### src/hw/rtl/iiht_pkg.sv
// ----------------------------------------------------------------------------
// iiht_pkg
// Shared types and helpers for the identifier intern hash table.
// ----------------------------------------------------------------------------
package iiht_pkg;

    localparam logic [7:0] CHAR_UPPER_A = 8'h41;
    localparam logic [7:0] CHAR_UPPER_Z = 8'h5A;
    localparam logic [7:0] CHAR_LOWER_A = 8'h61;
    localparam int         POSITION_W   = 10;
    localparam int         BUCKET_W     = 7;

    typedef struct packed {
        logic clr_step;
        logic accept;
        logic reduce;
        logic zero;
        logic head_take;
        logic next_take;
        logic cmp_start;
        logic cmp_next;
        logic hit;
        logic insert;
        logic finish;
    } t_cmd;

    typedef struct packed {
        logic clr_done;
        logic hash_big;
        logic last;
        logic fail;
        logic head_v;
        logic len_eq;
        logic nv;
        logic ch_eq;
        logic cmp_end;
        logic out_free;
    } t_status;

    function automatic logic [7:0] fold_case(input logic [7:0] c);
        if (c >= CHAR_UPPER_A && c <= CHAR_UPPER_Z) begin
            return c + (CHAR_LOWER_A - CHAR_UPPER_A);
        end
        return c;
    endfunction

endpackage

### src/hw/rtl/iiht_ctrl.sv
// ----------------------------------------------------------------------------
// iiht_ctrl
// Sequencer for the clearing pass, hashing, chain walk, compare, insert and finish.
// ----------------------------------------------------------------------------
module iiht_ctrl
    import iiht_pkg::*;
(
    input  logic    i_clk,
    input  logic    i_rst_n,
    input  logic    i_in_valid,
    input  t_status i_status,
    output logic    o_in_ready,
    output t_cmd    o_cmd
);

    typedef enum logic [3:0] {
        ST_CLEAR, ST_IDLE, ST_RED, ST_ZERO, ST_HEAD, ST_ERD,
        ST_ECHK, ST_CRD, ST_CCMP, ST_INS, ST_FIN
    } t_state;

    t_state r_state, n_state;

    always_comb begin
        n_state    = r_state;
        o_cmd      = '0;
        o_in_ready = 1'b0;
        case (r_state)
            ST_CLEAR: begin
                o_cmd.clr_step = 1'b1;
                if (i_status.clr_done) n_state = ST_IDLE;
            end
            ST_IDLE: begin
                o_in_ready = 1'b1;
                if (i_in_valid) begin
                    o_cmd.accept = 1'b1;
                    n_state      = ST_RED;
                end
            end
            ST_RED: begin
                if (i_status.hash_big) begin
                    o_cmd.reduce = 1'b1;
                end else if (!i_status.last) begin
                    n_state = ST_IDLE;
                end else if (i_status.fail) begin
                    n_state = ST_FIN;
                end else begin
                    n_state = ST_ZERO;
                end
            end
            ST_ZERO: begin
                o_cmd.zero = 1'b1;
                n_state    = ST_HEAD;
            end
            ST_HEAD: begin
                if (i_status.head_v) begin
                    o_cmd.head_take = 1'b1;
                    n_state         = ST_ERD;
                end else begin
                    n_state = ST_INS;
                end
            end
            ST_ERD: n_state = ST_ECHK;
            ST_ECHK: begin
                if (i_status.len_eq) begin
                    o_cmd.cmp_start = 1'b1;
                    n_state         = ST_CRD;
                end else if (i_status.nv) begin
                    o_cmd.next_take = 1'b1;
                    n_state         = ST_ERD;
                end else begin
                    n_state = ST_INS;
                end
            end
            ST_CRD: n_state = ST_CCMP;
            ST_CCMP: begin
                if (i_status.ch_eq) begin
                    if (i_status.cmp_end) begin
                        o_cmd.hit = 1'b1;
                        n_state   = ST_FIN;
                    end else begin
                        o_cmd.cmp_next = 1'b1;
                        n_state        = ST_CRD;
                    end
                end else if (i_status.nv) begin
                    o_cmd.next_take = 1'b1;
                    n_state         = ST_ERD;
                end else begin
                    n_state = ST_INS;
                end
            end
            ST_INS: begin
                o_cmd.insert = 1'b1;
                n_state      = ST_FIN;
            end
            ST_FIN: begin
                if (i_status.out_free) begin
                    o_cmd.finish = 1'b1;
                    n_state      = ST_IDLE;
                end
            end
            default: n_state = ST_CLEAR;
        endcase
    end

    always_ff @(posedge i_clk) begin
        if (!i_rst_n) begin
            r_state <= ST_CLEAR;
        end else begin
            r_state <= n_state;
        end
    end

`ifndef ASSERT_OFF
    a_no_accept_clear: assert property (@(posedge i_clk) disable iff (!i_rst_n)
        i_status.clr_done && o_cmd.clr_step |=> !o_cmd.clr_step)
        else $error("clear pass did not end");
    a_finish_free: assert property (@(posedge i_clk) disable iff (!i_rst_n)
        o_cmd.finish |-> i_status.out_free)
        else $error("result loaded while output busy");
    a_hit_last: assert property (@(posedge i_clk) disable iff (!i_rst_n)
        o_cmd.hit |-> i_status.last && !i_status.fail)
        else $error("hit outside a word end");
`endif

endmodule

### config.mk
export PLATFORM = sky130hd
export DESIGN_NAME = iiht_ctrl
export DESIGN_NICKNAME = d
export VERILOG_FILES = /design/src/hw/rtl/iiht_pkg.sv /design/src/hw/rtl/iiht_ctrl.sv
export SDC_FILE = /design/constraint.sdc
export NUM_CORES = 1
export LEC_CHECK = 0
export ABC_AREA = 0
export ABC_CLOCK_PERIOD_IN_PS = 1650
export BUFFER_PORTS_ARGS = -buffer_cell sky130_fd_sc_hd__buf_2
export CAP_MARGIN = 0
export CORE_AREA = 2 2 39 41
export DETAILED_ROUTE_END_ITERATION = 8
export DIE_AREA = 0 0 41 43
export PLACE_DENSITY = 0.79
export REMOVE_ABC_BUFFERS = 1
export SYNTH_ARGS = -nofsm -noshare
export SYNTH_HDL_FRONTEND = slang
export SYNTH_SLANG_ARGS = --single-unit
### constraint.sdc
create_clock -name i_clk -period 1.65 [get_ports i_clk]
set_input_delay 0.0825 -clock i_clk [delete_from_list [all_inputs] [get_ports i_clk]]
set_output_delay 0.0825 -clock i_clk [all_outputs]
set_load 0.1 [all_outputs]
# Word-level counts from Yosys, hierarchy flattened
# Cells that the tools add are included.
[word_totals] inputBits=13 wordCells=51 out_inout_bits=12 ff_bits=4
[op_classes] eq_ne=14 muxes=34 reduce_logical=2
[op_table] op="4-bit 2-to-1 mux" n=11
[op_table] op="4-bit one-hot mux with 11 select lines" n=1
[op_table] op="1-bit 2-to-1 mux" n=19
[op_table] op="4-bit by 3-bit == test with 1-bit output, second input constant" n=4
[op_table] op="4-bit == test, second input constant" n=3
[op_table] op="4-bit by 2-bit == test with 1-bit output, second input constant" n=2
[op_table] op="2-bit inequality test, second input constant" n=4
[op_table] op="4-bit by 1-bit == test with 1-bit output, second input constant" n=1
[op_table] op="4-bit zero test" n=1
[op_table] op="2-bit 2-to-1 mux" n=2
[op_table] op="4-bit AND reduction" n=1
[op_table] op="1-bit one-hot mux with 2 select lines" n=1

# Longest topological paths before layout
# Gate-level depths: netlist of the first run.
[logic_depth] depth_word=4 mapped_depth=6 mapped_depth_nobuf=4

# Worst setup path after synthesis of the first run
# OpenSTA, ideal clock, no wires.
[synth_path] kind="register -> output" from="reg r_state[3]" to="out o_cmd[9] in the netlist's numbering" arrival_ns=3.607 setup_slack_ns=-2.040 required_time_ns=1.567 n_path_buf=1 path_stages_with_launch=4 cell_sequence="dfxtp_1 -> buf_2 -> nor3_1 -> and2_1"
[synth_rtl] item="start: declaration" line_no="iiht_ctrl.sv:21" source="t_state r_state, n_state;"
[synth_rtl] item="start signal: assignment" line_no="iiht_ctrl.sv:109" source="r_state <= n_state;"
[synth_rtl] item="end: declaration" line_no="iiht_ctrl.sv:13" source="output t_cmd o_cmd"

==> results of run 1 <==
## power breakdown
| group | internal [mW] | total [mW] | switching [mW] | leakage (nW) |
|---|---|---|---|---|
| clock | 0.0817 | 0.127 | 0.0452 | 0.0138 |
| combinational | 0.469 | 1.19 | 0.719 | 0.355 |
| sequential | 0.133 | 0.193 | 0.0594 | 0.0344 |
| total | 0.684 | 1.51 | 0.823 | 0.403 |
## layout make-up
type | count | area, um2 | area share (%)
clock buffer | 3 | 22.5 | 2.43
sequential | 4 | 85.1 | 9.16
timing repair buffer | 31 | 353 | 38.0
multi-input combinational | 61 | 444 | 47.8
inverter | 1 | 3.75 | 0.404
tap | 16 | 20.0 | 2.16
## final timing paths
kind,from,to,slack [ps]
worst max-delay path,r_state[2],o_cmd[3],30
worst min-delay path,i_rst_n,r_state[1],110
worst max register to register,r_state[1],r_state[1],190
worst min register to register,r_state[2],r_state[2],630
## what timing repair did
item | CTS | global route
setup endpoints to repair | 5 | 4
hold buffers | 0 | 0
endpoints found under the hold margin | 0 | 0
buffers inserted | 0 | 0
resized for setup | 5 | 9
pin swaps | 0 | 2
## Yosys cell counts, types with 2 or more instances
library cell	count	area (um2)
nor3b_1	4	30.0
buf_2	4	20.0
nand2b_1	6	37.5
nor2_1	7	26.3
nand2_1	2	7.51
nand3_1	2	10.0
a21oi_1	2	10.0
and3_1	5	31.3
nor3_1	3	15.0
o311a_1	2	20.0
o21ai_0	4	20.0
nor2b_1	2	12.5
dfxtp_1	4	80.1
## cells in the final DEF, fill, tap and decap left out, types with 2 or more instances in the layout
| cell | synthesis | layout |
|---|---|---|
| a21oi_1 | 2 | 2 |
| and3_1 | 5 | 5 |
| buf_12 | 0 | 12 |
| buf_2 | 4 | 12 |
| buf_4 | 1 | 7 |
| clkbuf_4 | 0 | 3 |
| dfxtp_2 | 0 | 4 |
| nand2_1 | 2 | 2 |
| nand2b_1 | 6 | 5 |
| nand3_1 | 2 | 2 |
| nor2_1 | 7 | 7 |
| nor3_1 | 3 | 2 |
| nor3b_1 | 4 | 2 |
| o21ai_0 | 4 | 4 |
| o311a_1 | 2 | 2 |
## routing by layer
metal  wire [um]  vias up  global-route usage, %
met5           0        -                      0
met1         679      322                   25.7
met4          12        0                   3.33
met2         924       30                   36.9
met3         106        2                   8.38
li1            -      332                      -
## cells by family after synthesis
group / Yosys count / synth area share [%]
simple gates: 41 / 49.9
compound gates: 20 / 28.4
flops: 4 / 15.6
buf+inv: 6 / 6.11
## through the flow
stage / utilization (%) / instances / instance area, um2
after floorplan: - / 66 / 484
final: 67.1 / 116 / 928
after detailed placement: 61.9 / 113 / 857
after global placement: 61.9 / 113 / 857
after CTS: 64.9 / 116 / 898
after global routing: 67.1 / 116 / 928
## worst max-delay path: stages (launching register included)
cell and delay, ps:
dfxtp_2 330, nand2b_4 160, or3_4 360, nor3b_4 250, buf_12 200
==> qor.csv, run 1 <==
metric;value;unit
final wirelength;1720;um
final setup margin;31.0;ps
GRT overflow;0;
IO Count;25;
DR iter-0 viols;7;
HPWL Detailed;1300;um
RSZ-0062 raised after global routing;true;
Maximum Capacitance Violations;0;
layout cell share with drive strength beyond 1;46.0;%
outcome;completed;
Filler Cells Inserted;107;
final worst path period need;1620;ps
H-tree depth;1;
critical path capture point type;output port;
cells after synthesis;71;
average size of a mapped cell;7.21;um2
WS Path Type;flop to output port;
worst vdd ir;0.927;mV
max-slew violation count;0;
Layout area overhead;81.4;%
Antenna Violating Nets Remaining;0;
CTS buffer count;3;
GP Congestion;0.849;
Final setup viols;0;
CP required;1570;ps
Worst Tran Pin Value;506;ps
initial antenna violation count;0;
HP Class;primary input to flop;
fin crit share;98.1;%
I/O Buffers;24;
Hold Path Stages;2;
ys async rst share;0;%
register area share after synthesis;15.6;%
Yosys cell types;37;
Overall Power;1.51;mW
post-DR vias/cell;5.91;
GRT Total Usage;22.0;%
FP Rows;14;
CTS Sinks;4;
R2R depth;5;
Place WS;58.4;ps
die extent in y;43;um
relative slew slack;65.9;%
final hold slack;108;ps
YS warnings;0;
first-pass GRT wire length;2670;um
Critical Path Fanout Max;5;
clock root cell;clkbuf_4;
area of the die;1760;um2
Final Hold Fails;0;
Worst-path clk slew;40;ps
power per cell area;1620;nW/um2
Setup crit start kind;flop;
Regs by FF count;r_state (4);
vias in the first global route;657;
CTS max path bufs;2;
DRT Pass-1 Iters;4;
largest reg by FF count;r_state;
Layout Skew;7.30;ps
routed vias;686;
Inserted Diodes;0;
setup TNS;0;ps
worst skew pair latency;240;ps
CTS tree;built;
Post-synth EDFFs;0;
Initial Util;37.0;%
Data arrival, critical path;1540;ps
predominant post-synthesis flop cell;dfxtp_1;
Die Wd;41;um
drt drc;0;
largest net degree at the start of global routing;14;
max reg flops;4;
FF+latch count, synth;4;
f_max;0.618;GHz
mapped cell area;512;um2
Leak;0.403;nW
total core area;1380;um2
per-cell routed wire length;14.9;um
nets@finish;115;
Note: power is estimated with default switching activity, not from simulation.
==> inputs of run 2 (changes only) <==
--- a/config.mk
+++ b/config.mk
@@ -7,7 +7,7 @@
 export LEC_CHECK = 0
 export ABC_AREA = 0
 export ABC_CLOCK_PERIOD_IN_PS = 1650
-export BUFFER_PORTS_ARGS = -buffer_cell sky130_fd_sc_hd__buf_2
+export BUFFER_PORTS_ARGS = -buffer_cell sky130_fd_sc_hd__buf_4
 export CAP_MARGIN = 0
 export CORE_AREA = 2 2 39 41
 export DETAILED_ROUTE_END_ITERATION = 8
==> qor.csv, run 2 (synthesized netlist as in run 1, its figures left out) <==
metric;value;unit;change
vias in the first global route;556;;-15%
final wirelength;1620;um;-6.0%
H-tree depth;1;;unchanged
largest reg by FF count;r_state;;
most common cell after layout, fill and taps aside;buf_4;;
RSZ-0062 raised after global routing;false;;
max reg flops;4;;unchanged
HP Class;primary input to flop;;
GRT Total Usage;20.4;%;-1.6 points
CP required;1570;ps;about the same
first-pass GRT wire length;2460;um;-7.8%
Layout area overhead;55.3;%;
nets@finish;112;;-2.6%
GRT overflow;0;;unchanged
Critical Path Fanout Max;5;;unchanged
area of the die;1760;um2;unchanged
Non-Filler Instances;113;;-2.6%
I/O Buffers;24;;unchanged
# Post-CTS Setup Buffers;0;;unchanged
Setup crit start kind;flop;;
CTS tree;built;;
WS Path Type;flop to output port;;
critical path capture point type;output port;;
reg-to-reg slack, setup;160;ps;-30 ps
Maximum Capacitance Violations;0;;unchanged
IO Count;25;;unchanged
GP Congestion;0.827;;-2.6%
dpl cells;110;;-2.7%
Inserted Diodes;0;;unchanged
DRT Pass-1 Iters;4;;unchanged
Final Hold Fails;0;;unchanged
CTS buffer count;3;;unchanged
worst skew pair latency;230;ps;about the same
routed vias;640;;-6.7%
clock root cell;clkbuf_4;;
final worst path period need;1580;ps;-36.8 ps
max-slew violation count;0;;unchanged
Final setup viols;0;;unchanged
post-DR vias/cell;5.66;;-4.2%
outcome;completed;;
drt drc;0;;unchanged
Data arrival, critical path;1500;ps;-40 ps
largest net degree at the start of global routing;14;;unchanged
Filler Cells Inserted;136;;+27%
Die Wd;41;um;unchanged
worst vdd ir;0.762;mV;-18%
CTS Sinks;4;;unchanged
fin crit share;95.9;%;-2.2 points
FP Rows;14;;unchanged
Worst-path clk slew;40;ps;about the same
relative slew slack;80.1;%;+14 points
initial antenna violation count;0;;unchanged
HPWL Detailed;1170;um;-9.4%
commonest non-fill, non-tap cells in the layout;buf_4 (25), nor2_1 (7), and3_1 (5), nand2b_1 (5), o21ai_0 (4);;
die extent in y;43;um;unchanged
Regs by FF count;r_state (4);;
per-cell routed wire length;14.3;um;-3.5%
power per cell area;1650;nW/um2;+1.4%
Overall Power;1.31;mW;-13%
Post-CTS Resized;6;;+1
CTS max path bufs;2;;unchanged
DR iter-0 viols;14;;+7
hold buffer count at cts;0;;unchanged
Layout Skew;8.31;ps;+1.01 ps
Antenna Violating Nets Remaining;0;;unchanged
total core area;1380;um2;unchanged
f_max;0.632;GHz;+2.3%
Leak;0.360;nW;-11%
Initial Util;37.0;%;unchanged
setup TNS;0;ps;unchanged
layout cell share with drive strength beyond 1;43.3;%;-2.7 points
Worst Tran Pin Value;294;ps;-213 ps
run 2: per-stage QoR:
| step | setup slack (ps) | hold WS [ps] | cell area, um2 | util [%] |
|---|---|---|---|---|
| 6_report | 67.8 | 107 | 795 | 57.4 |
| 5_1_grt | 13.9 | 95.6 | 795 | 57.4 |
| 4_1_cts | 11.0 | 101 | 757 | 54.7 |
| 3_5_place_dp | 126 | 338 | 714 | 51.6 |
| 3_3_place_gp | 183 | 332 | 714 | 51.6 |
| 2_1_floorplan | -2210 | 200 | 484 | - |
run 2: cell type report:
type | instances | area (um2) | area share, %
well taps | 16 | 20.0 | 2.52
clock buffers | 3 | 22.5 | 2.83
repair buffers | 28 | 226 | 28.5
multi-input cells | 61 | 438 | 55.1
inverters | 1 | 3.75 | 0.472
flip-flops and latches | 4 | 83.8 | 10.6
run 2: worst paths after layout:
check	start	to	cells past startpoint
max	r_state[2]	o_cmd[3]	4
min	i_rst_n	r_state[1]	2
max reg2reg	r_state[0]	r_state[1]	5
min reg2reg	r_state[3]	r_state[3]	4
run 2: worst max-delay path, stage by stage (launching register included):
cell and delay [ps]:
dfxtp_1 310, nand2b_4 170, or3_4 350, nor3b_2 180, clkbuf_8 260
run 2: routing by layer:
metal | routed length [um] | vias up | global-route usage, %
li1 | - | 327 | -
met1 | 731 | 286 | 26.7
met2 | 785 | 27 | 31.6
met3 | 102 | 0 | 6.28
met4 | 0 | 0 | 4.67
met5 | 0 | - | 0
run 2: report_power, final:
part	total (mW)	switching [mW]	internal, mW
clock	0.119	0.0379	0.0812
sequential	0.189	0.0574	0.132
combinational	1.00	0.684	0.316
==> inputs of run 3 (changes only) <==
--- a/config.mk
+++ b/config.mk
@@ -5,14 +5,14 @@
 export SDC_FILE = /design/constraint.sdc
 export NUM_CORES = 1
 export LEC_CHECK = 0
-export ABC_AREA = 0
+export ABC_AREA = 1
 export ABC_CLOCK_PERIOD_IN_PS = 1650
 export BUFFER_PORTS_ARGS = -buffer_cell sky130_fd_sc_hd__buf_4
 export CAP_MARGIN = 0
 export CORE_AREA = 2 2 39 41
 export DETAILED_ROUTE_END_ITERATION = 8
 export DIE_AREA = 0 0 41 43
-export PLACE_DENSITY = 0.79
+export PLACE_DENSITY = 0.76
 export REMOVE_ABC_BUFFERS = 1
 export SYNTH_ARGS = -nofsm -noshare
 export SYNTH_HDL_FRONTEND = slang
==> qor.csv, run 3 <==
metric;value;unit;change
outcome;completed;;
CTS Sinks;4;;unchanged
WS Path Type;flop to output port;;
Worst Tran Pin Value;306;ps;+12.4 ps
routed vias;667;;+4.2%
post-DR vias/cell;4.83;;-15%
CTS max path bufs;2;;unchanged
worst skew pair latency;250;ps;+20 ps
area leader, netlist;nand2_1;;
Final setup viols;0;;unchanged
GRT Total Usage;18.1;%;-2.3 points
Inserted Diodes;0;;unchanged
critical path capture point type;output port;;
Initial Util;34.5;%;-2.4 points
RSZ-0062 raised after global routing;false;;
Reg area;80.1;um2;-4.5%
vias in the first global route;582;;+4.7%
H-tree depth;1;;unchanged
I/O Buffers;24;;unchanged
Synth top cells by count;nand2_1 (27), nor2_1 (20), inv_1 (15);;
max-slew violation count;0;;unchanged
Post-CTS Resized;0;;-6
Die Wd;41;um;unchanged
fin crit share;94.5;%;-1.4 points
ranking of synthesized cells by area;nand2_1 (21%), dfxtp_1 (17%), nor2_1 (16%);;
cells after synthesis;96;;+35%
FP Rows;14;;unchanged
Setup crit start kind;flop;;
DR iter-0 viols;10;;-4
GRT overflow;0;;unchanged
mapped cell area;478;um2;-6.6%
Final Hold Fails;0;;unchanged
CTS tree;built;;
Data arrival, critical path;1480;ps;-20 ps
# Post-CTS Setup Buffers;0;;unchanged
GP Congestion;0.847;;+2.4%
largest reg by FF count;r_state;;
area of the die;1760;um2;unchanged
relative slew slack;79.6;%;-0.58 points
largest net degree at the start of global routing;9;;-5
CTS buffer count;3;;unchanged
register area share after synthesis;16.8;%;+1.1 points
f_max;0.642;GHz;+1.5%
FF+latch count, synth;4;;unchanged
Regs by FF count;r_state (4);;
drt drc;0;;unchanged
YS warnings;0;;unchanged
Filler Cells Inserted;151;;+11%
Critical Path Fanout Max;5;;unchanged
count leader, synth;nand2_1;;
Layout Skew;2.00;ps;-6.31 ps
DRT Pass-1 Iters;4;;unchanged
most common cell after layout, fill and taps aside;nand2_1;;
footprint of the multi-input gates;328;um2;-25%
final worst path period need;1560;ps;-23.4 ps
ys async rst share;0;%;unchanged
clock root cell;clkbuf_4;;
hold buffer count at cts;0;;unchanged
Worst-path clk slew;40;ps;about the same
average size of a mapped cell;4.98;um2;-31%
CP max stage cell;dfxtp_1;;
final hold slack;111;ps;+4.05 ps
Maximum Capacitance Violations;0;;unchanged
HPWL Detailed;1160;um;-1.4%
commonest non-fill, non-tap cells in the layout;nand2_1 (27), buf_4 (23), nor2_1 (18);;
top-area cell type share of the netlist area;21.2;%;+5.6 points
Yosys cell types;16;;-57%
die extent in y;43;um;unchanged
final wirelength;1410;um;-13%
HP Class;primary input to flop;;
layout cell share with drive strength beyond 1;32.0;%;-11 points
Post-synth EDFFs;0;;unchanged
IO Count;25;;unchanged
predominant post-synthesis flop cell;dfxtp_1;;
Leak;0.396;nW;+10%
max incr delay on CP;450;ps;+100 ps
Antenna Violating Nets Remaining;0;;unchanged
first-pass GRT wire length;2250;um;-8.7%
per-cell routed wire length;10.2;um;-29%
power per cell area;1550;nW/um2;-5.7%
crit-path cells;nand2_2, nor2_1, nand2_1, inv_1, buf_4;;
nets@finish;137;;+22%
CP required;1570;ps;about the same
Overall Power;1.09;mW;-16%
max reg flops;4;;unchanged
worst vdd ir;0.759;mV;-0.34%
Layout area overhead;47.4;%;
total core area;1380;um2;unchanged
initial antenna violation count;0;;unchanged
run 3: changes by cell type after synthesis, sizes merged, moves of 5 or more:
cell / delta
nand3: +5
nor2: +15
nand2: +30
nand2b: -6
inv: +17
and3: -5
run 3: worst paths after layout:
check | slack, ps | from | endpoint | cells past startpoint
hold reg to reg | 770 | r_state[0] | r_state[0] | 4
hold / removal | 110 | i_rst_n | r_state[1] | 3
setup reg to reg | 340 | r_state[0] | r_state[3] | 8
setup / recovery | 90 | r_state[1] | o_cmd[8] | 5
run 3: metal layers:
metal	share of wire [%]	vias up	wire, um	global-route usage [%]
met5	0	-	0	0
met3	8.5	2	119	3.14
li1	-	348	-	-
met2	50	28	702	27.8
met4	1.3	0	18	6.00
met1	40	289	567	24.4
run 3: cells by family (layout without fill, tap and decap cells):
logic type	count (synthesis)	in the layout	share of synthesized area, %
buffers and inverters	19	45	15.7
DFF	4	4	16.8
and+or+nand+nor	65	65	58.4
AOI/OAI and AO/OA	8	8	9.16
run 3: power breakdown:
part,internal [mW],switching (mW),leakage (nW)
logic,0.189,0.599,0.350
registers,0.122,0.0516,0.0326
clock network,0.0820,0.0494,0.0138
total,0.393,0.700,0.396
run 3: layout make-up:
class	instances	share of cell area [%]
Multi-Input combinational cell	73	46.5
Timing Repair Buffer	24	26.5
Sequential cell	4	11.4
Inverter	18	9.59
Clock buffer	3	3.20
Tap cell	16	2.84
run 3: through the flow:
stage | setup TNS [ps] | cells | setup slack, ps | instance area, um2 | utilization [%]
after floorplan | -6010 | 95 | -1200 | 470 | -
after global placement | 0 | 135 | 384 | 671 | 48.5
after detailed placement | 0 | 135 | 365 | 671 | 48.5
after CTS | 0 | 138 | 101 | 693 | 50.1
after global routing | 0 | 138 | 4.80 | 704 | 50.9
final | 0 | 138 | 91.3 | 704 | 50.9
run 3: worst max-delay path, delay by kind of cell, from the launching register on:
| kind | cells | cell delay, ps |
|---|---|---|
| and+or+nand+nor | 3 | 430 |
| DFF | 1 | 450 |
| buffers and inverters | 2 | 340 |
